### config.mk
export PLATFORM = sky130hd
export DESIGN_NAME = stepper_step_pulse_generator
export DESIGN_NICKNAME = d
export VERILOG_FILES = /design/src/hw/rtl/sspg_pkg.sv /design/src/hw/rtl/stepper_step_pulse_generator.sv /design/src/hw/rtl/sspg_div.sv /design/src/hw/rtl/sspg_track.sv
export SDC_FILE = /design/constraint.sdc
export NUM_CORES = 1
export LEC_CHECK = 0
export ABC_CLOCK_PERIOD_IN_PS = 6600
export BUFFER_PORTS_ARGS = -buffer_cell sky130_fd_sc_hd__buf_2
export CORE_MARGIN = 10
export CORE_UTILIZATION = 50
export CTS_CLUSTER_DIAMETER = 60
export DETAILED_ROUTE_END_ITERATION = 6
export GPL_TIMING_DRIVEN = 0
export PLACE_DENSITY = 0.71
export SKIP_CTS_REPAIR_TIMING = 1
export SLEW_MARGIN = 0
export SYNTH_ARGS = -nofsm -noshare
export SYNTH_HDL_FRONTEND = slang
export SYNTH_SLANG_ARGS = --single-unit
### constraint.sdc
create_clock -name clk -period 6.6 [get_ports clk]
set_input_delay 0.33 -clock clk [delete_from_list [all_inputs] [get_ports clk]]
set_output_delay 0.33 -clock clk [all_outputs]
set_load 0.01 [all_outputs]
### src/hw/rtl/sspg_pkg.sv
// Package for the stepper step pulse generator.
// Holds field widths, register map, reset values and shared structs.
// No dependencies.
`default_nettype none

package sspg_pkg;

  localparam int unsigned PERIOD_WIDTH_DEF     = 16;
  localparam int unsigned STEP_COUNT_WIDTH_DEF = 32;

  localparam int unsigned VEL_W    = 16;
  localparam int unsigned MAG_W    = 16;
  localparam int unsigned THR_W    = 15;
  localparam int unsigned NUM_W    = 22;
  localparam int unsigned APP_W    = 16;
  localparam int unsigned ANG_W    = 23;
  localparam int unsigned PER_OUT_W  = 16;
  localparam int unsigned STEP_OUT_W = 32;
  localparam int unsigned OUT_FIELDS_W = 3 + PER_OUT_W + STEP_OUT_W + ANG_W;
  localparam int unsigned OUT_DATA_W   = ((OUT_FIELDS_W + 7) / 8) * 8;

  localparam int unsigned CFG_ADDR_W = 4;
  localparam int unsigned CFG_DATA_W = 32;

  localparam logic [1:0] REG_STOP_THRESHOLD   = 2'd0;
  localparam logic [1:0] REG_PERIOD_NUMERATOR = 2'd1;
  localparam logic [1:0] REG_ANGLE_PER_PULSE  = 2'd2;

  localparam logic REQ_COMMAND = 1'b0;
  localparam logic REQ_TICK    = 1'b1;

  localparam logic [THR_W-1:0] THR_RESET = THR_W'(100);
  localparam logic [NUM_W-1:0] NUM_RESET = NUM_W'(3790600);
  localparam logic [APP_W-1:0] APP_RESET = APP_W'(379);

  localparam int PI_URAD     = 3141593;
  localparam int TWO_PI_URAD = 6283185;

  typedef struct packed {
    logic busy;
    logic done;
  } div_stat_t;

  typedef struct packed {
    logic pulse;
    logic dir;
  } trk_ctl_t;

endpackage

`default_nettype wire

### src/hw/rtl/stepper_step_pulse_generator.sv
// Top level of the stepper step pulse generator for one motor channel.
// Uses sspg_pkg, sspg_div and sspg_track.
// A tick transaction passes through S_FIN into the output register. A velocity
// command passes through S_DIV, waiting for the bit-serial period divider,
// which retires one quotient bit per clock. One transaction is processed at a
// time; the next is accepted while the previous result waits in the output
// register. Configuration registers sit at byte addresses 0, 4 and 8.
`default_nettype none

module stepper_step_pulse_generator import sspg_pkg::*; #(
  parameter int unsigned PERIOD_WIDTH     = PERIOD_WIDTH_DEF,
  parameter int unsigned STEP_COUNT_WIDTH = STEP_COUNT_WIDTH_DEF
) (
  input  wire logic                  clk,
  input  wire logic                  rst_n,
  input  wire logic                  in_tvalid,
  output logic                       in_tready,
  input  wire logic [VEL_W-1:0]      in_tdata,   // [15:0] velocity
  input  wire logic                  in_tuser,   // [0] req_type
  output logic                       out_tvalid,
  input  wire logic                  out_tready,
  // [0] step_pulse, [1] direction, [2] running, [18:3] period,
  // [50:19] step_count, [73:51] angle, [79:74] zero
  output logic [OUT_DATA_W-1:0]      out_tdata,
  input  wire logic                  cfg_psel,
  input  wire logic                  cfg_penable,
  input  wire logic                  cfg_pwrite,
  input  wire logic [CFG_ADDR_W-1:0] cfg_paddr,
  input  wire logic [CFG_DATA_W-1:0] cfg_pwdata,
  output logic [CFG_DATA_W-1:0]      cfg_prdata,
  output logic                       cfg_pready
);

  typedef enum logic [2:0] {
    S_IDLE = 3'b001,
    S_DIV  = 3'b010,
    S_FIN  = 3'b100
  } state_t;

  localparam int unsigned CMP_W = (PERIOD_WIDTH > NUM_W) ? PERIOD_WIDTH : NUM_W;
  localparam logic [PERIOD_WIDTH-1:0] PMAX = {PERIOD_WIDTH{1'b1}};

  state_t state_r, state_nxt;

  logic [THR_W-1:0] thr_r;
  logic [NUM_W-1:0] num_r;
  logic [APP_W-1:0] app_r;
  logic             cfg_wr;
  logic [1:0]       cfg_idx;

  logic [PERIOD_WIDTH-1:0] cnt_r, cnt_nxt, cnt_inc;
  logic [PERIOD_WIDTH-1:0] period_r, period_nxt, period_sat;
  logic                    en_r, en_nxt;
  logic                    dir_r, dir_nxt;
  logic                    pulse_r, pulse_nxt;
  logic                    stop_r, neg_r, zero_r;
  logic                    stop_nxt, neg_nxt, zero_nxt;

  logic                    in_acc;
  logic                    vel_neg;
  logic [MAG_W-1:0]        vel_mag;
  logic                    div_start;
  div_stat_t               div_stat;
  logic [NUM_W-1:0]        quotient;
  trk_ctl_t                trk_ctl;
  logic [STEP_COUNT_WIDTH-1:0] step_count;
  logic signed [ANG_W-1:0]     angle;

  logic                  out_valid_r, out_valid_nxt;
  logic [OUT_DATA_W-1:0] out_data_r, out_data_nxt;
  logic                  out_load;

  // Configuration port.
  assign cfg_pready = 1'b1;
  assign cfg_idx    = cfg_paddr[3:2];
  assign cfg_wr     = cfg_psel & cfg_penable & cfg_pwrite;

  always_ff @(posedge clk) begin
    if (!rst_n) begin
      thr_r <= THR_RESET;
      num_r <= NUM_RESET;
      app_r <= APP_RESET;
    end else if (cfg_wr) begin
      case (cfg_idx)
        REG_STOP_THRESHOLD:   thr_r <= cfg_pwdata[THR_W-1:0];
        REG_PERIOD_NUMERATOR: num_r <= cfg_pwdata[NUM_W-1:0];
        REG_ANGLE_PER_PULSE:  app_r <= cfg_pwdata[APP_W-1:0];
        default: ;
      endcase
    end
  end

  always_comb begin
    case (cfg_idx)
      REG_STOP_THRESHOLD:   cfg_prdata = CFG_DATA_W'(thr_r);
      REG_PERIOD_NUMERATOR: cfg_prdata = CFG_DATA_W'(num_r);
      REG_ANGLE_PER_PULSE:  cfg_prdata = CFG_DATA_W'(app_r);
      default:              cfg_prdata = '0;
    endcase
  end

  // Input decode.
  assign in_tready = (state_r == S_IDLE);
  assign in_acc    = in_tvalid & in_tready;
  assign vel_neg   = in_tdata[VEL_W-1];
  assign vel_mag   = vel_neg ? MAG_W'(-in_tdata) : MAG_W'(in_tdata);
  assign div_start = in_acc & (in_tuser == REQ_COMMAND);

  sspg_div u_div (
    .clk      (clk),
    .rst_n    (rst_n),
    .start    (div_start),
    .dividend (num_r),
    .divisor  (vel_mag),
    .stat     (div_stat),
    .quotient (quotient)
  );

  always_comb begin
    if (CMP_W'(quotient) > CMP_W'(PMAX)) begin
      period_sat = PMAX;
    end else begin
      period_sat = PERIOD_WIDTH'(quotient);
    end
  end

  assign out_load = (state_r == S_FIN) & (!out_valid_r | out_tready);

  always_comb begin
    state_nxt  = state_r;
    cnt_nxt    = cnt_r;
    period_nxt = period_r;
    en_nxt     = en_r;
    dir_nxt    = dir_r;
    pulse_nxt  = pulse_r;
    stop_nxt   = stop_r;
    neg_nxt    = neg_r;
    zero_nxt   = zero_r;
    cnt_inc    = cnt_r + 1'b1;
    trk_ctl.pulse = 1'b0;
    trk_ctl.dir   = dir_r;
    case (state_r)
      S_IDLE: begin
        if (in_acc) begin
          if (in_tuser == REQ_COMMAND) begin
            neg_nxt   = vel_neg;
            zero_nxt  = (vel_mag == '0);
            stop_nxt  = (vel_mag == '0) || (vel_mag < MAG_W'(thr_r));
            pulse_nxt = 1'b0;
            state_nxt = S_DIV;
          end else begin
            pulse_nxt = 1'b0;
            if (en_r) begin
              if (cnt_inc >= period_r) begin
                cnt_nxt       = '0;
                pulse_nxt     = 1'b1;
                trk_ctl.pulse = 1'b1;
              end else begin
                cnt_nxt = cnt_inc;
              end
            end
            state_nxt = S_FIN;
          end
        end
      end
      S_DIV: begin
        if (div_stat.done) begin
          period_nxt = zero_r ? PMAX : period_sat;
          en_nxt     = !stop_r;
          if (!stop_r) begin
            dir_nxt = !neg_r;
          end
          state_nxt = S_FIN;
        end
      end
      S_FIN: begin
        if (out_load) begin
          state_nxt = S_IDLE;
        end
      end
      default: state_nxt = S_IDLE;
    endcase
  end

  sspg_track #(
    .STEP_COUNT_WIDTH (STEP_COUNT_WIDTH)
  ) u_track (
    .clk             (clk),
    .rst_n           (rst_n),
    .ctl             (trk_ctl),
    .angle_per_pulse (app_r),
    .step_count      (step_count),
    .angle           (angle)
  );

  always_comb begin
    out_valid_nxt = out_valid_r;
    out_data_nxt  = out_data_r;
    if (out_load) begin
      out_valid_nxt = 1'b1;
      out_data_nxt  = OUT_DATA_W'({angle, STEP_OUT_W'(step_count),
                                   PER_OUT_W'(period_r), en_r, dir_r, pulse_r});
    end else if (out_tready) begin
      out_valid_nxt = 1'b0;
    end
  end

  always_ff @(posedge clk) begin
    if (!rst_n) begin
      state_r     <= S_IDLE;
      cnt_r       <= '0;
      period_r    <= '0;
      en_r        <= 1'b0;
      dir_r       <= 1'b0;
      pulse_r     <= 1'b0;
      out_valid_r <= 1'b0;
    end else begin
      state_r     <= state_nxt;
      cnt_r       <= cnt_nxt;
      period_r    <= period_nxt;
      en_r        <= en_nxt;
      dir_r       <= dir_nxt;
      pulse_r     <= pulse_nxt;
      out_valid_r <= out_valid_nxt;
    end
    stop_r     <= stop_nxt;
    neg_r      <= neg_nxt;
    zero_r     <= zero_nxt;
    out_data_r <= out_data_nxt;
  end

  assign out_tvalid = out_valid_r;
  assign out_tdata  = out_data_r;

  a_one_at_a_time: assert property (@(posedge clk) disable iff (!rst_n)
    in_acc |=> !in_tready)
    else $error("transaction accepted while another is in progress");

  a_div_in_div: assert property (@(posedge clk) disable iff (!rst_n)
    (div_stat.busy || div_stat.done) |-> state_r == S_DIV)
    else $error("divider active outside the divide state");

  a_pulse_restarts: assert property (@(posedge clk) disable iff (!rst_n)
    trk_ctl.pulse |=> (cnt_r == '0) && en_r && pulse_r)
    else $error("step pulse without timer restart");

  a_pulse_running: assert property (@(posedge clk) disable iff (!rst_n)
    out_valid_r && out_data_r[0] |-> out_data_r[2])
    else $error("step pulse reported while stopped");

endmodule

`default_nettype wire

### src/hw/rtl/sspg_div.sv
// Bit-serial restoring divider for the step period.
// Produces one quotient bit per clock; uses sspg_pkg.
`default_nettype none

module sspg_div import sspg_pkg::*; (
  input  wire logic             clk,
  input  wire logic             rst_n,
  input  wire logic             start,
  input  wire logic [NUM_W-1:0] dividend,
  input  wire logic [MAG_W-1:0] divisor,
  output div_stat_t             stat,
  output logic [NUM_W-1:0]      quotient
);

  localparam int unsigned CNT_W = $clog2(NUM_W);

  logic             active_r, active_nxt;
  logic             done_r, done_nxt;
  logic [CNT_W-1:0] cnt_r, cnt_nxt;
  logic [MAG_W-1:0] rem_r, rem_nxt;
  logic [MAG_W-1:0] den_r, den_nxt;
  logic [NUM_W-1:0] quo_r, quo_nxt;
  logic [MAG_W:0]   trial;
  logic [MAG_W:0]   diff;
  logic             ge;

  always_comb begin
    trial = {rem_r, quo_r[NUM_W-1]};
    ge    = (trial >= {1'b0, den_r});
    diff  = trial - {1'b0, den_r};
  end

  always_comb begin
    active_nxt = active_r;
    done_nxt   = 1'b0;
    cnt_nxt    = cnt_r;
    rem_nxt    = rem_r;
    den_nxt    = den_r;
    quo_nxt    = quo_r;
    if (start) begin
      active_nxt = 1'b1;
      cnt_nxt    = CNT_W'(NUM_W - 1);
      rem_nxt    = '0;
      den_nxt    = divisor;
      quo_nxt    = dividend;
    end else if (active_r) begin
      rem_nxt = ge ? diff[MAG_W-1:0] : trial[MAG_W-1:0];
      quo_nxt = {quo_r[NUM_W-2:0], ge};
      cnt_nxt = cnt_r - 1'b1;
      if (cnt_r == '0) begin
        active_nxt = 1'b0;
        done_nxt   = 1'b1;
      end
    end
  end

  always_ff @(posedge clk) begin
    if (!rst_n) begin
      active_r <= 1'b0;
      done_r   <= 1'b0;
      cnt_r    <= '0;
    end else begin
      active_r <= active_nxt;
      done_r   <= done_nxt;
      cnt_r    <= cnt_nxt;
    end
    rem_r <= rem_nxt;
    den_r <= den_nxt;
    quo_r <= quo_nxt;
  end

  assign stat.busy = active_r;
  assign stat.done = done_r;
  assign quotient  = quo_r;

  a_no_restart: assert property (@(posedge clk) disable iff (!rst_n)
    start |-> !active_r)
    else $error("divider started while busy");

  a_start_runs: assert property (@(posedge clk) disable iff (!rst_n)
    start |=> active_r)
    else $error("divider did not start");

  a_done_after_run: assert property (@(posedge clk) disable iff (!rst_n)
    done_r |-> $past(active_r) && !active_r)
    else $error("divider finished without running");

endmodule

`default_nettype wire

### src/hw/rtl/sspg_track.sv
// Position tracker: step count and shaft angle wrapped into (-pi, pi].
// Updated once per step pulse; uses sspg_pkg.
`default_nettype none

module sspg_track import sspg_pkg::*; #(
  parameter int unsigned STEP_COUNT_WIDTH = STEP_COUNT_WIDTH_DEF
) (
  input  wire logic                        clk,
  input  wire logic                        rst_n,
  input  wire trk_ctl_t                    ctl,
  input  wire logic [APP_W-1:0]            angle_per_pulse,
  output logic [STEP_COUNT_WIDTH-1:0]      step_count,
  output logic signed [ANG_W-1:0]          angle
);

  localparam logic signed [ANG_W:0] PI_EXT     = (ANG_W+1)'(PI_URAD);
  localparam logic signed [ANG_W:0] TWO_PI_EXT = (ANG_W+1)'(TWO_PI_URAD);

  logic [STEP_COUNT_WIDTH-1:0] step_r, step_nxt;
  logic signed [ANG_W-1:0]     ang_r, ang_nxt;
  logic signed [ANG_W:0]       ang_ext, app_ext, sum, wrapped;

  always_comb begin
    ang_ext = {ang_r[ANG_W-1], ang_r};
    app_ext = signed'({{(ANG_W + 1 - APP_W){1'b0}}, angle_per_pulse});
    sum     = ctl.dir ? (ang_ext + app_ext) : (ang_ext - app_ext);
    if (sum > PI_EXT) begin
      wrapped = sum - TWO_PI_EXT;
    end else if (sum <= -PI_EXT) begin
      wrapped = sum + TWO_PI_EXT;
    end else begin
      wrapped = sum;
    end
    step_nxt = step_r;
    ang_nxt  = ang_r;
    if (ctl.pulse) begin
      step_nxt = ctl.dir ? (step_r + 1'b1) : (step_r - 1'b1);
      ang_nxt  = wrapped[ANG_W-1:0];
    end
  end

  always_ff @(posedge clk) begin
    if (!rst_n) begin
      step_r <= '0;
      ang_r  <= '0;
    end else begin
      step_r <= step_nxt;
      ang_r  <= ang_nxt;
    end
  end

  assign step_count = step_r;
  assign angle      = ang_r;

  a_angle_range: assert property (@(posedge clk) disable iff (!rst_n)
    (ang_r <= ANG_W'(PI_URAD)) && (ang_r > -ANG_W'(PI_URAD)))
    else $error("shaft angle outside (-pi, pi]");

  a_pulse_moves: assert property (@(posedge clk) disable iff (!rst_n)
    ctl.pulse |=> step_r != $past(step_r))
    else $error("step count unchanged after a pulse");

  a_hold: assert property (@(posedge clk) disable iff (!rst_n)
    !ctl.pulse |=> $stable(step_r) && $stable(ang_r))
    else $error("position changed without a pulse");

endmodule

`default_nettype wire
Word level (Yosys, flattened, before mapping)
Index checks and enable logic that the tools add are counted.
{ "totals": {"regBits": 285, "out_inout_bits": 115, "wordCells": 107} }
{ "classes": {"n_addsub": 10, "magnitude_cmp": 6, "n_eq_ne": 8, "n_mux": 30, "bitwise": 10, "reduce_logical": 20} }
{ "op_table": {"columns": ["op", "count"], "rows": [
  ["$mux 16", 5],
  ["$pmux 22 s3", 1],
  ["$mux 23", 2],
  ["$mux 22", 2],
  ["$add 32x1->32 const B", 1],
  ["$mux 32", 1],
  ["$sub 32x1->32 const B", 1],
  ["$add 23x17->24", 1],
  ["$gt 24x23->1 const B", 1],
  ["$le 24x23->1 const B", 1],
  ["$mux 24", 1],
  ["$sub 23x17->24", 1],
  ["$add 23x23->23 const B", 1],
  ["$sub 23x23->23 const B", 1],
  ["$gt 22x16->1 const B", 1],
  ["$ge 17x16->1", 1],
  ["$add 16x1->16 const B", 1],
  ["$ge 16x16->1", 1],
  ["$logic_not 16->1", 1],
  ["$lt 16x15->1", 1],
  ["$neg 16->16", 1],
  ["$sub 16x16->16", 1],
  ["$mux 3", 4],
  ["$mux 1", 11],
  ["23 further kinds", 41]
]} }

Logic depth before layout (Yosys ltp)
Gate-level depths: netlist of run 1.
{ "depth": {"ltp_word": 7, "ltp_mapped": 22, "mapped_depth_nobuf": 20} }

Cells and area by module
A second synthesis of run 1 with hierarchy kept.
{ "hier_totals": {"hier_cells": 1913, "hier_area_um2": 17573.1} }
{ "modules_own_cells": {"columns": ["mod", "instances", "cells_per_inst", "area_per_inst_um2", "seq_area_each_um2"], "rows": [
  ["stepper_step_pulse_generator", 1, 776, 7783.7, 4154.0],
  ["sspg_track", 1, 824, 6409.9, 1101.1],
  ["sspg_div", 1, 313, 3379.5, 1601.5]
]} }

Worst setup path before layout of run 1
Ideal clock, no wire load.
{ "synth_path": {"path_kind": "register to register", "startpoint": "register app_r[0]", "endpoint": "register u_track.ang_r[19] (netlist: u_track.angle[19])", "setup_ns": 0.122, "arrival_time_ns": 4.919, "t_required_ns": 6.478, "setup_slack_ns": 1.559, "stages_incl_launch_ff": 21, "path_buffers": 0, "cell_sequence": "dfxtp_1 -> inv_1 -> ha_1 -> nand2b_1 -> or4_1 -> or2_2 -> nor2_1 -> a21oi_1 -> xor2_1 -> ha_1 -> and2_1 -> and3_1 -> and3_1 -> a2111oi_2 -> a21oi_1 -> xor2_1 -> or4_4 -> a21bo_2 -> or3_1 -> and3_1 -> a311o_1"} }
{ "synth_via": {"elab_chain_cells": 5} }
{ "synth_rtl": {"columns": ["element", "line_no", "rtl"], "rows": [
  ["start, declared", "stepper_step_pulse_generator.sv:47", "logic [APP_W-1:0] app_r;"],
  ["start signal, assigned", "stepper_step_pulse_generator.sv:87", "REG_ANGLE_PER_PULSE: app_r <= cfg_pwdata[APP_W-1:0];"],
  ["$sub 23x17->24 or $add 23x17->24 (tied branches)", "sspg_track.sv:26", "sum = ctl.dir ? (ang_ext + app_ext) : (ang_ext - app_ext);"],
  ["$mux 24 *", "sspg_track.sv:26", null],
  ["$add 23x23->23 or $le 24x23->1 (tied branches)", "sspg_track.sv:30, sspg_track.sv:29", null],
  ["$mux 23", "sspg_track.sv:29", "end else if (sum <= -PI_EXT) begin"],
  ["$mux 23 *", "sspg_track.sv:27", "if (sum > PI_EXT) begin"],
  ["end signal, assigned", "sspg_track.sv:48", "ang_r <= ang_nxt;"],
  ["end, declared", "sspg_track.sv:20", "logic signed [ANG_W-1:0] ang_r, ang_nxt;"]
]} }
Every way passes the cells marked *; elsewhere a longest branch is shown, timed or not.
A chain may end at the register's enable or synchronous reset.

Worst setup path after layout of run 1
{ "layout_path": {"startpoint": "register app_r[0]", "endpoint": "register u_track.ang_r[2] (netlist: u_track.angle[2])"} }
The elaborated chain is that of the path after synthesis.

==> reports/metrics.csv, run 1 <==
stage;metric;value;unit
outcome;status;completed;
power;powerDensity;227;mW/mm^2
detailed_routing;drtAntennaViolNets;0;
setup_path;criticalPathCategory;register to register;
detailed_routing;drc;0;
synth;synth_area_per_cell;8.84;sq um
synth;synthDistinctLibCells;91;
place;portBuffers;144;
power;switchingPower;1.17;mW
global_routing;first_global_vias;14000;
floorplan;rows;67;
detailed_routing;dr.pass1.iters;5;
clock_network;clkLatencyLatePin;530;ps
clock_network;cts_tree;built;
floorplan;pin_count;175;
setup_path;path_max_fanout;10;
timing;final.setup_skew;25.7;ps
setup_path;crit_chain;inv_1, ha_1, nand2b_1, or4_1, or2_2, nor2_1, nor2_1, xor2_1, ha_1, a211oi_1, a211oi_1, a21oi_1, a21oi_1, xor2_1, nand3_1, or4_4, a21boi_1, buf_2, a22oi_1, xnor2_1, a21oi_1;
clock_network;cts.clk_slew.worst_paths;60;ps
global_routing;gr-usage-all-layers;22.7;%
setup_path;cp.required;6970;ps
synth;synth-seq-cells;285;
timing;max_freq;0.159;GHz
detailed_routing;routedWlPerCell;19.1;um
setup_path;crit_slowest_cell;or4_4;
clock_network;htreeDepth;2;
power;ir_drop;0.000154;V
place;pre_cts_ws;491;ps
clock_network;cts_buffers;34;
global_routing;grt_pass1_wl;76.3;mm
clock_network;cts_buffer_depth;3;
global_routing;antenna_found_initial;0;
detailed_routing;dr.first_iter.drc_count;1256;
timing;worst_pin_slew;1250;ps
power;power_frac_comb;13.7;%
setup_path;path_common_cell;a21oi_1;
power;p_int;3.18;mW
power;pwr-share-seq;45.0;%
cells_and_area;final_common_cell;nand2_1;
timing;setup_viol;0;
timing;fin_crit;6300;ps
cells_and_area;layout_common_cells;nand2_1 (302), a21oi_1 (181), dfxtp_1 (170), buf_2 (150), edfxtp_1 (115);
synth;syn_area;0.0168;sq mm
min_path;min_path_type;input pin to register;
floorplan;dieArea;0.0413;sq mm
setup_path;critPathCaptureType;register;
setup_path;critPathLaunchType;register;
power;power.share.clock;41.3;%
floorplan;die_h;203;um
power;switching_share;26.9;%
timing;finalCritPeriodShare;95.4;%
setup_path;cp_slowest_stage_delay;600;ps
timing;final_hold_viol_count;0;
synth;yosysWarnings;0;
timing;worst_slack;301;ps
floorplan;die_w;203;um
clock_network;cts_root_buffer;clkbuf_16;
synth;ys.flop_type;dfxtp_1;
synth;synth_edf_count;115;
setup_path;worstPathArrival;6660;ps
timing;finalSetupTns;0;ps
synth;synth_cells;1899;
cells_and_area;final_nets;2267;
cells_and_area;n_antenna_cell;0;
global_routing;overflow;0;
timing;slew_headroom;15.8;%
synth;yosysSeqAreaShare;40.9;%
global_routing;grt_max_degree;75;
cells_and_area;drive_gt1_share;12.6;%
synth;synthArstFlopShare;0;%
timing;slew_viol_final;0;
detailed_routing;wl;49.1;mm
place;gp_congestion;0.947;
clock_network;cts_sinks;285;
detailed_routing;vias;15000;
power;p_leak;7.82;nW
cells_and_area;synthToLayoutAreaGrowth;14.4;%
timing;rsz0062_at_grt;false;
place;dpl.hpwl;37.9;mm
floorplan;coreArea;0.0333;sq mm
flow_run;max-cap-violations;0;
floorplan;initial_core_util;50.4;%
detailed_routing;via_per_inst;5.84;
## cells in the mapped netlist, types with 8 or more instances
library cell | number | area share, %
a211oi_1 | 24 | 1.1
a21o_1 | 38 | 1.7
a21oi_1 | 181 | 5.4
a22oi_1 | 10 | 0.45
a31oi_1 | 11 | 0.41
and2_1 | 17 | 0.63
and3_1 | 29 | 1.1
buf_4 | 19 | 0.85
clkbuf_1 | 67 | 1.5
dfxtp_1 | 170 | 20
edfxtp_1 | 115 | 21
ha_1 | 110 | 8.2
inv_1 | 82 | 1.8
mux2i_1 | 22 | 1.3
nand2_1 | 302 | 6.8
nand2b_1 | 13 | 0.48
nand3_1 | 62 | 1.8
nand3b_1 | 12 | 0.54
nand4_1 | 26 | 0.97
nor2_1 | 100 | 2.2
nor2b_1 | 15 | 0.56
nor3_1 | 31 | 0.92
nor3b_1 | 9 | 0.40
nor4_1 | 8 | 0.30
o211ai_1 | 20 | 0.89
o21a_1 | 20 | 0.89
o21ai_0 | 97 | 2.9
o221a_2 | 18 | 1.2
or3_1 | 23 | 0.86
xnor2_1 | 66 | 3.4
xor2_1 | 39 | 2.0
## power groups by stage
| stage | registers (mW) | logic [mW] | clock network (mW) |
|---|---|---|---|
| 5_1_grt | 1.96 | 0.667 | 1.89 |
| 4_1_cts | 1.95 | 0.588 | 1.82 |
| 3_5_place_dp | 1.99 | 0.584 | 0 |
| 6_report | 1.96 | 0.595 | 1.80 |
| 2_1_floorplan | 1.98 | 0.429 | 0 |
| 3_3_place_gp | 1.99 | 0.572 | 0 |
## metal layers
metal | up-vias | global-route usage [%] | part of all wire (%)
li1 | 7246 | - | -
met1 | 7088 | 32.0 | 46
met2 | 577 | 34.2 | 42
met3 | 89 | 4.79 | 8.5
met4 | 0 | 7.03 | 3.0
met5 | - | 0 | 0
## cell type report
| class | count | area, sq um |
|---|---|---|
| well taps | 448 | 561 |
| repair buffers | 144 | 721 |
| clock buffers | 45 | 923 |
| plain buffers | 100 | 462 |
| multi-input cells | 1446 | 9220 |
| clock inverters | 16 | 144 |
| fillers | 3021 | 14100 |
| inverters | 83 | 312 |
| flip-flops and latches | 285 | 6860 |
## through the flow
stage / power, mW / utilization, % / hold WS [ps] / instances / cell area [sq um]
global route: 4.52 / 57.7 / 25.1 / 2567 / 19200
floorplan: 2.41 / - / 406 / 1914 / 16800
CTS: 4.36 / 57.7 / 13.0 / 2567 / 19200
detailed placement: 2.58 / 54.4 / 428 / 2506 / 18100
global placement: 2.56 / 54.4 / 423 / 2506 / 18100
finish: 4.35 / 57.7 / 25.0 / 2567 / 19200
## worst max-delay path, delay by kind of cell, from the launching register on
| family | cells | cell delay (ps) |
|---|---|---|
| and+or+nand+nor | 7 | 2220 |
| AOI/OAI and AO/OA | 7 | 1690 |
| DFF | 1 | 380 |
| xor gates and xnor gates | 3 | 880 |
| adders and majority gates | 2 | 490 |
| buffers and inverters | 2 | 480 |
## state kept, by name, summed over array words and instances, names as in the netlist, 3 cells and up
register,flops
app_r,16
state_r,3
out_tdata,74
u_div.cnt_r,5
u_div.rem_r,16
u_div.den_r,16
u_track.step_count,32
u_track.angle,23
period_r,16
num_r,22
cnt_r,16
u_div.quotient,22
thr_r,15
## cell families (layout without fill, tap and decap cells)
family | after synthesis | after routing | synth area share (%)
AND/OR/NAND/NOR | 678 | 678 | 19.1
AO/OA/AOI/OAI | 510 | 510 | 19.9
flip-flops | 285 | 285 | 40.9
buffers and inverters | 183 | 388 | 4.61
adder cells (fa/ha/maj) | 113 | 113 | 8.56
XOR/XNOR | 105 | 105 | 5.48
multiplexers | 23 | 23 | 1.38
other | 2 | 17 | 0.0448
## path summary, 6_finish.rpt
kind,start,end,cells after the start,slack (ps)
setup reg to reg,app_r[0]$_SDFFE_PN1P_,u_track.angle[2]$_SDFFE_PN0P_,21,300
setup / recovery,app_r[0]$_SDFFE_PN1P_,u_track.angle[2]$_SDFFE_PN0P_,21,300
hold / removal,in_tdata[0],u_div.den_r[0]$_DFFE_PP_,1,20
hold reg to reg,pulse_r$_SDFFE_PN0P_,out_tdata[0]$_DFFE_PP_,0,440
(Power assumes the default switching activity.)
==> inputs of run 2 (changes only) <==
Settings changed: CAP_MARGIN from default to 20, SYNTH_HIERARCHICAL from default to 1.
==> run 2 against run 1 <==
  * Synthesized cell count is 0.68% higher
  * Non-clock buffer count grew 18
  * Die area up 4.2%
  * Via count rose by 2.5%
  * Cell count grew 1.2%
  * Cell area is 5.5% higher
  * Fmax is 4.8% higher
  * Critical path depth shrank 3
  * Critical path type unchanged
  * First-iteration DRC count is 8.0% higher
  * Sequential share of layout area is 1.8 points lower
  * Critical endpoint is now u_track/angle[22]$_SDFFE_PN0P_
  * Global-route usage grew 0.15 points
  * Combinational power rose by 29%
==> reports/metrics.csv, run 2 <==
stage;metric;value;unit;change
flow_run;max-cap-violations;0;;unchanged
cells_and_area;drive_gt1_share;16.1;%;+3.5 points
clock_network;cts_tree;built;;
cells_and_area;largest_register_ffs;74;;unchanged
detailed_routing;vias;15400;;+2.5%
floorplan;coreArea;0.0346;sq mm;+4.0%
floorplan;initial_core_util;50.7;%;+0.31 points
power;p_leak;8.21;nW;+5.0%
min_path;min_path_type;input pin to register;;
global_routing;gr-usage-all-layers;22.9;%;+0.15 points
place;placed_area;0.0190;sq mm;+4.7%
place;portBuffers;143;;-0.69%
min_path;holdPathStages;3;;+2
timing;max_freq;0.166;GHz;+4.8%
timing;worst_slack;590;ps;+289 ps
setup_path;crit_cells;18;;-14%
cells_and_area;synthToLayoutAreaGrowth;15.2;%;
clock_network;cts_sinks;285;;unchanged
setup_path;criticalPathCategory;register to register;;
synth;synth_area_per_cell;9.19;sq um;+4.0%
global_routing;grt_pass1_wl;80.5;mm;+5.6%
cells_and_area;final_common_cell;nand2_1;;
floorplan;die_w;207;um;+2.1%
setup_path;crit_slowest_cell;xor2_1;;
cells_and_area;final_cell_area;0.0202;sq mm;+5.5%
global_routing;antenna_found_initial;4;;+4
floorplan;pin_count;175;;unchanged
detailed_routing;drc;0;;unchanged
timing;final.setup_skew;23.3;ps;-2.39 ps
cells_and_area;seq_area;0.00686;sq mm;unchanged
clock_network;cts_buffers;36;;+5.9%
place;gp_congestion;0.922;;-2.7%
global_routing;grt_max_degree;53;;-29%
timing;finalSetupTns;0;ps;unchanged
floorplan;rows;68;;+1.5%
detailed_routing;routedWlPerCell;19.9;um;+4.0%
place;pre_cts_ws;724;ps;+233 ps
setup_path;cp_slowest_stage_delay;830;ps;+230 ps
timing;fin_crit;6010;ps;-289 ps
setup_path;critPathLaunchType;register;;
synth;syn_area;0.0176;sq mm;+4.7%
cells_and_area;final_nets;2288;;+0.93%
cells_and_area;fillers;3064;;+1.4%
clock_network;htreeDepth;2;;unchanged
clock_network;cts.clk_slew.worst_paths;60;ps;about the same
place;dpl.hpwl;39.7;mm;+4.8%
detailed_routing;drtAntennaViolNets;0;;unchanged
setup_path;crit_family;compound AO/OA/AOI/OAI gates;;
timing;finalCritPeriodShare;91.1;%;-4.4 points
timing;worst_pin_slew;1100;ps;-148 ps
floorplan;die_h;207;um;+2.1%
timing;slew_viol_final;0;;unchanged
power;powerDensity;237;mW/mm^2;+4.6%
timing;rsz0062_at_grt;false;;
clock_network;cts_buffer_depth;3;;unchanged
cells_and_area;layout_common_cells;nand2_1 (230), dfxtp_1 (170), buf_2 (152), nor2_1 (137), a21oi_1 (122);;
detailed_routing;dr.pass1.iters;6;;+1
cells_and_area;multi_input_area;0.00992;sq mm;+7.6%
detailed_routing;dr.first_iter.drc_count;1357;;+8.0%
setup_path;cp.required;7030;ps;+60 ps
synth;synth_cells;1912;;+0.68%
timing;setup_viol;0;;unchanged
power;ir_drop;0.000294;V;+91%
clock_network;cts_root_buffer;clkbuf_16;;
setup_path;crit_chain;clkbuf_1, clkinv_1, o31a_1, xor2_1, ha_1, buf_2, and3_1, a22oi_1, a221oi_1, a21oi_1, xor2_1, nand4_1, nor2_1, a41oi_1, and2_1, buf_2, a211o_1, a32o_1;;
setup_path;worstPathArrival;6440;ps;-220 ps
setup_path;path_max_fanout;14;;+4
setup_path;worst-r2r-cell-count;18;;-14%
synth;yosysWarnings;6;;+6
detailed_routing;wl;51.7;mm;+5.3%
detailed_routing;via_per_inst;5.92;;+1.3%
clock_network;clkLatencyLatePin;560;ps;+30 ps
timing;slew_headroom;25.9;%;+10 points
power;power;4.80;mW;+10%
global_routing;overflow;0;;unchanged
setup_path;worst-path-buf-inv;4;;+2
outcome;status;completed;;
timing;final_hold_viol_count;0;;unchanged
global_routing;first_global_vias;14500;;+3.4%
setup_path;critPathCaptureType;register;;
floorplan;dieArea;0.0430;sq mm;+4.2%
## run 2: cell count changes in the layout (fill, tap and decap cells not counted), moves of 8 or more
cell	change
nand2_1	-72
a21oi_1	-59
o21ai_0	-43
nand3_1	+40
nor2_1	+37
mux2_2	+24
nand4_1	+16
mux2i_1	+14
and3_1	-11
nand3b_1	-9
or3_1	-8
## run 2: final cells by class
type                            instances  share of cell area (%)
Clock buffer                           45                    4.72
Antenna cell                            1                  0.0124
Tap cell                              455                    2.81
Inverter                               76                    1.41
Sequential cell                       285                    33.9
Buffer                                113                    2.81
Clock inverter                         21                    1.41
Timing Repair Buffer                  149                    3.97
Multi-Input combinational cell       1453                    49.0
## run 2: worst paths after layout
kind / startpoint / endpoint / slack [ps]
worst min-delay path: cfg_pwdata[20] / num_r[20]$_SDFFE_PN1P_ / 4
worst min register to register: neg_r$_DFFE_PP_ / dir_r$_SDFFE_PN0P_ / 420
worst max register to register: dir_r$_SDFFE_PN0P_ / u_track/angle[22]$_SDFFE_PN0P_ / 590
worst max-delay path: dir_r$_SDFFE_PN0P_ / u_track/angle[22]$_SDFFE_PN0P_ / 590
## run 2: tightest hold or removal path: stages
cell and delay [ps]:
buf_2 80, nand2_1 40, nand3_1 70
## run 2: through the flow
step | hold slack [ps] | utilization, % | cells
6_report | 3.91 | 58.5 | 2598
5_1_grt | 1.44 | 58.4 | 2597
4_1_cts | -41.7 | 58.4 | 2594
3_5_place_dp | 421 | 54.8 | 2528
3_3_place_gp | 411 | 54.6 | 2525
2_1_floorplan | 406 | - | 1927
## run 2: metal layers
layer / wire length (um) / part of all wire (%) / global-route usage [%] / vias to the layer above
li1: - / - / - / 7441
met1: 23700 / 46 / 32.1 / 7356
met2: 23000 / 45 / 34.8 / 509
met3: 3900 / 7.5 / 4.56 / 71
met4: 1070 / 2.1 / 6.60 / 2
met5: 10 / 0.019 / 0 / -
## run 2: power breakdown
group	switching, mW	internal (mW)
sequential	0.0525	1.91
combinational	0.458	0.310
clock	0.822	1.25
total	1.33	3.46
==> inputs of run 3 (changes only) <==
Settings changed: CAP_MARGIN 20 to 30, CELL_PAD_IN_SITES_DETAIL_PLACEMENT from default to 1, CELL_PAD_IN_SITES_GLOBAL_PLACEMENT from default to 2, CORE_UTILIZATION 50 to 38, PLACE_DENSITY 0.71 to 0.83.
==> run 3 against run 2 <==
  * The flow now finishes with violations (hold timing)
  * Register-to-register slack lost 200 ps
  * Core utilization shrank 14 points
  * Clock skew shrank 5.0 ps
  * Sequential cell count is the same
  * Critical endpoint unchanged
  * Largest cell class unchanged
==> reports/metrics.csv, run 3 (synthesized netlist as in run 2, its figures left out) <==
stage;metric;value;unit;change
floorplan;coreArea;0.0456;sq mm;+32%
setup_path;criticalPathCategory;register to register;;
timing;rsz0062_at_grt;false;;
cells_and_area;synthToLayoutAreaGrowth;16.5;%;
cells_and_area;layout_common_cells;nand2_1 (230), dfxtp_1 (170), buf_2 (154), nor2_1 (136), a21oi_1 (122);;
global_routing;gr-usage-all-layers;20.4;%;-2.4 points
timing;worst_slack;393;ps;-197 ps
timing;finalCritPeriodShare;94.0;%;+3.0 points
timing;slew_viol_final;0;;unchanged
detailed_routing;vias;15600;;+1.4%
timing;slew_headroom;33.3;%;+7.4 points
place;dpl.hpwl;45.6;mm;+15%
detailed_routing;wl;58.9;mm;+14%
detailed_routing;routedWlPerCell;21.5;um;+7.8%
clock_network;htreeDepth;2;;unchanged
setup_path;critPathCaptureType;register;;
setup_path;reg2reg_slack;390;ps;-200 ps
setup_path;crit_cells;18;;unchanged
power;powerDensity;238;mW/mm^2;+0.50%
floorplan;initial_core_util;38.5;%;-12 points
setup_path;crit_end;u_track/angle[22]$_SDFFE_PN0P_;;
place;pre_cts_ws;410;ps;-314 ps
power;p_leak;8.24;nW;+0.33%
setup_path;cp.required;7040;ps;about the same
setup_path;r2r_end;u_track/angle[22]$_SDFFE_PN0P_;;
timing;worst_pin_slew;997;ps;-106 ps
place;portBuffers;143;;unchanged
min_path;min_path_type;input pin to register;;
floorplan;die_h;235;um;+13%
setup_path;worst-path-buf-inv;4;;unchanged
cells_and_area;final_common_cell;nand2_1;;
global_routing;antenna_found_initial;4;;unchanged
global_routing;grt_pass1_wl;92.1;mm;+14%
cells_and_area;largest_register_ffs;74;;unchanged
timing;setup_viol;0;;unchanged
clock_network;clkLatencyLatePin;560;ps;about the same
outcome;status;complete, but fails checks;;
global_routing;overflow;0;;unchanged
timing;whs;-8.05;ps;-12.0 ps
setup_path;critPathLaunchType;register;;
detailed_routing;drc;0;;unchanged
clock_network;cts.clk_slew.worst_paths;60;ps;about the same
clock_network;cts_buffer_depth;3;;unchanged
floorplan;rows;78;;+15%
global_routing;first_global_vias;16000;;+11%
power;ir_drop;0.000184;V;-38%
flow_run;max-cap-violations;0;;unchanged
clock_network;cts_tree;built;;
setup_path;worstPathArrival;6650;ps;+210 ps
setup_path;path_max_fanout;18;;+4
setup_path;cp-startpoint;dir_r$_SDFFE_PN0P_;;
clock_network;cts_buffers;38;;+5.6%
floorplan;dieArea;0.0552;sq mm;+28%
detailed_routing;dr.pass1.iters;4;;-2
setup_path;worst-r2r-cell-count;18;;unchanged
timing;max_freq;0.161;GHz;-3.2%
detailed_routing;via_per_inst;5.68;;-4.0%
floorplan;pin_count;175;;unchanged
cells_and_area;drive_gt1_share;16.3;%;+0.25 points
setup_path;crit_family;compound AO/OA/AOI/OAI gates;;
setup_path;crit_slowest_cell;xor2_1;;
detailed_routing;dr.first_iter.drc_count;851;;-37%
place;dp.cells;2674;;+5.8%
timing;fin_crit;6210;ps;+197 ps
place;gp_congestion;0.869;;-5.8%
floorplan;die_w;235;um;+13%
setup_path;regToRegStartpoint;dir_r$_SDFFE_PN0P_;;
clock_network;cts_sinks;285;;unchanged
setup_path;crit_chain;clkbuf_1, clkinv_1, o31a_1, xor2_1, ha_1, buf_2, and3_1, a22oi_1, a221oi_1, a21oi_1, xor2_1, nand4_1, nor2_1, a41oi_1, and2_1, buf_2, a211o_1, a32o_1;;
cells_and_area;n_antenna_cell;0;;-1
timing;final.setup_skew;18.3;ps;-5.01 ps
global_routing;grt_max_degree;53;;unchanged
setup_path;cp_slowest_stage_delay;800;ps;-30 ps
outcome;violations;hold timing;;
cells_and_area;final_nets;2290;;+0.087%
timing;final_hold_viol_count;1;;+1
cells_and_area;stdcell_count;2746;;+5.7%
detailed_routing;drtAntennaViolNets;0;;unchanged
clock_network;cts_root_buffer;clkbuf_16;;
run 3: per-layer routing:
| layer | share of wire [%] | track usage [%] | up-vias |
|---|---|---|---|
| li1 | - | - | 7441 |
| met1 | 47 | 27.6 | 7788 |
| met2 | 46 | 32.9 | 304 |
| met3 | 4.6 | 3.60 | 66 |
| met4 | 2.0 | 5.38 | 0 |
| met5 | 0 | 0 | - |
run 3: metrics by stage:
stage                     power [mW]  utilization, %  hold WS, ps  instance area (sq um)  setup TNS, ps
after floorplan                 2.55               -          406                  17600              0
after global placement          2.76            41.9          430                  19100           -142
after detailed placement        2.78            42.0          429                  19200              0
after CTS                       4.92            44.9        -41.9                  20400              0
after global routing            5.10            44.9        0.217                  20500              0
final                           4.87            44.9        -8.05                  20500              0
run 3: final cells by class:
type	instances	area (sq um)
clock buffer	50	1060
sequential	285	6860
inverter	76	285
buffer	113	568
timing repair buffer	149	801
multi-input combinational	1453	9920
clock inverter	20	225
tap	600	751
fill	5315	25100
run 3: how the worst min path moves through the flow:
stage                                  end  cells past startpoint             from  slack [ps]
finish              num_r[20]$_SDFFE_PN1P_                      3   cfg_pwdata[20]          -8
floorplan               dir_r$_SDFFE_PN0P_                      1  neg_r$_DFFE_PP_         410
detailed placement      dir_r$_SDFFE_PN0P_                      1  neg_r$_DFFE_PP_         430
CTS                 num_r[19]$_SDFFE_PN1P_                      3   cfg_pwdata[19]         -40
global route        num_r[20]$_SDFFE_PN1P_                      3   cfg_pwdata[20]         0.2
global placement        dir_r$_SDFFE_PN0P_                      1  neg_r$_DFFE_PP_         430
run 3: power by group:
group | internal [mW] | switching, mW
Sequential | 1.91 | 0.0544
Combinational | 0.312 | 0.481
Clock | 1.27 | 0.852
run 3: worst register-to-register path, cell delays in order, from the launching register on:
cell and delay (ps):
dfxtp_1 440, clkbuf_1 430, clkinv_1 740, o31a_1 310
xor2_1 150, ha_1 270, buf_2 200, and3_1 250
a22oi_1 110, a221oi_1 560, a21oi_1 170, xor2_1 800
nand4_1 290, nor2_1 240, a41oi_1 180, and2_1 210
buf_2 190, a211o_1 290, a32o_1 250
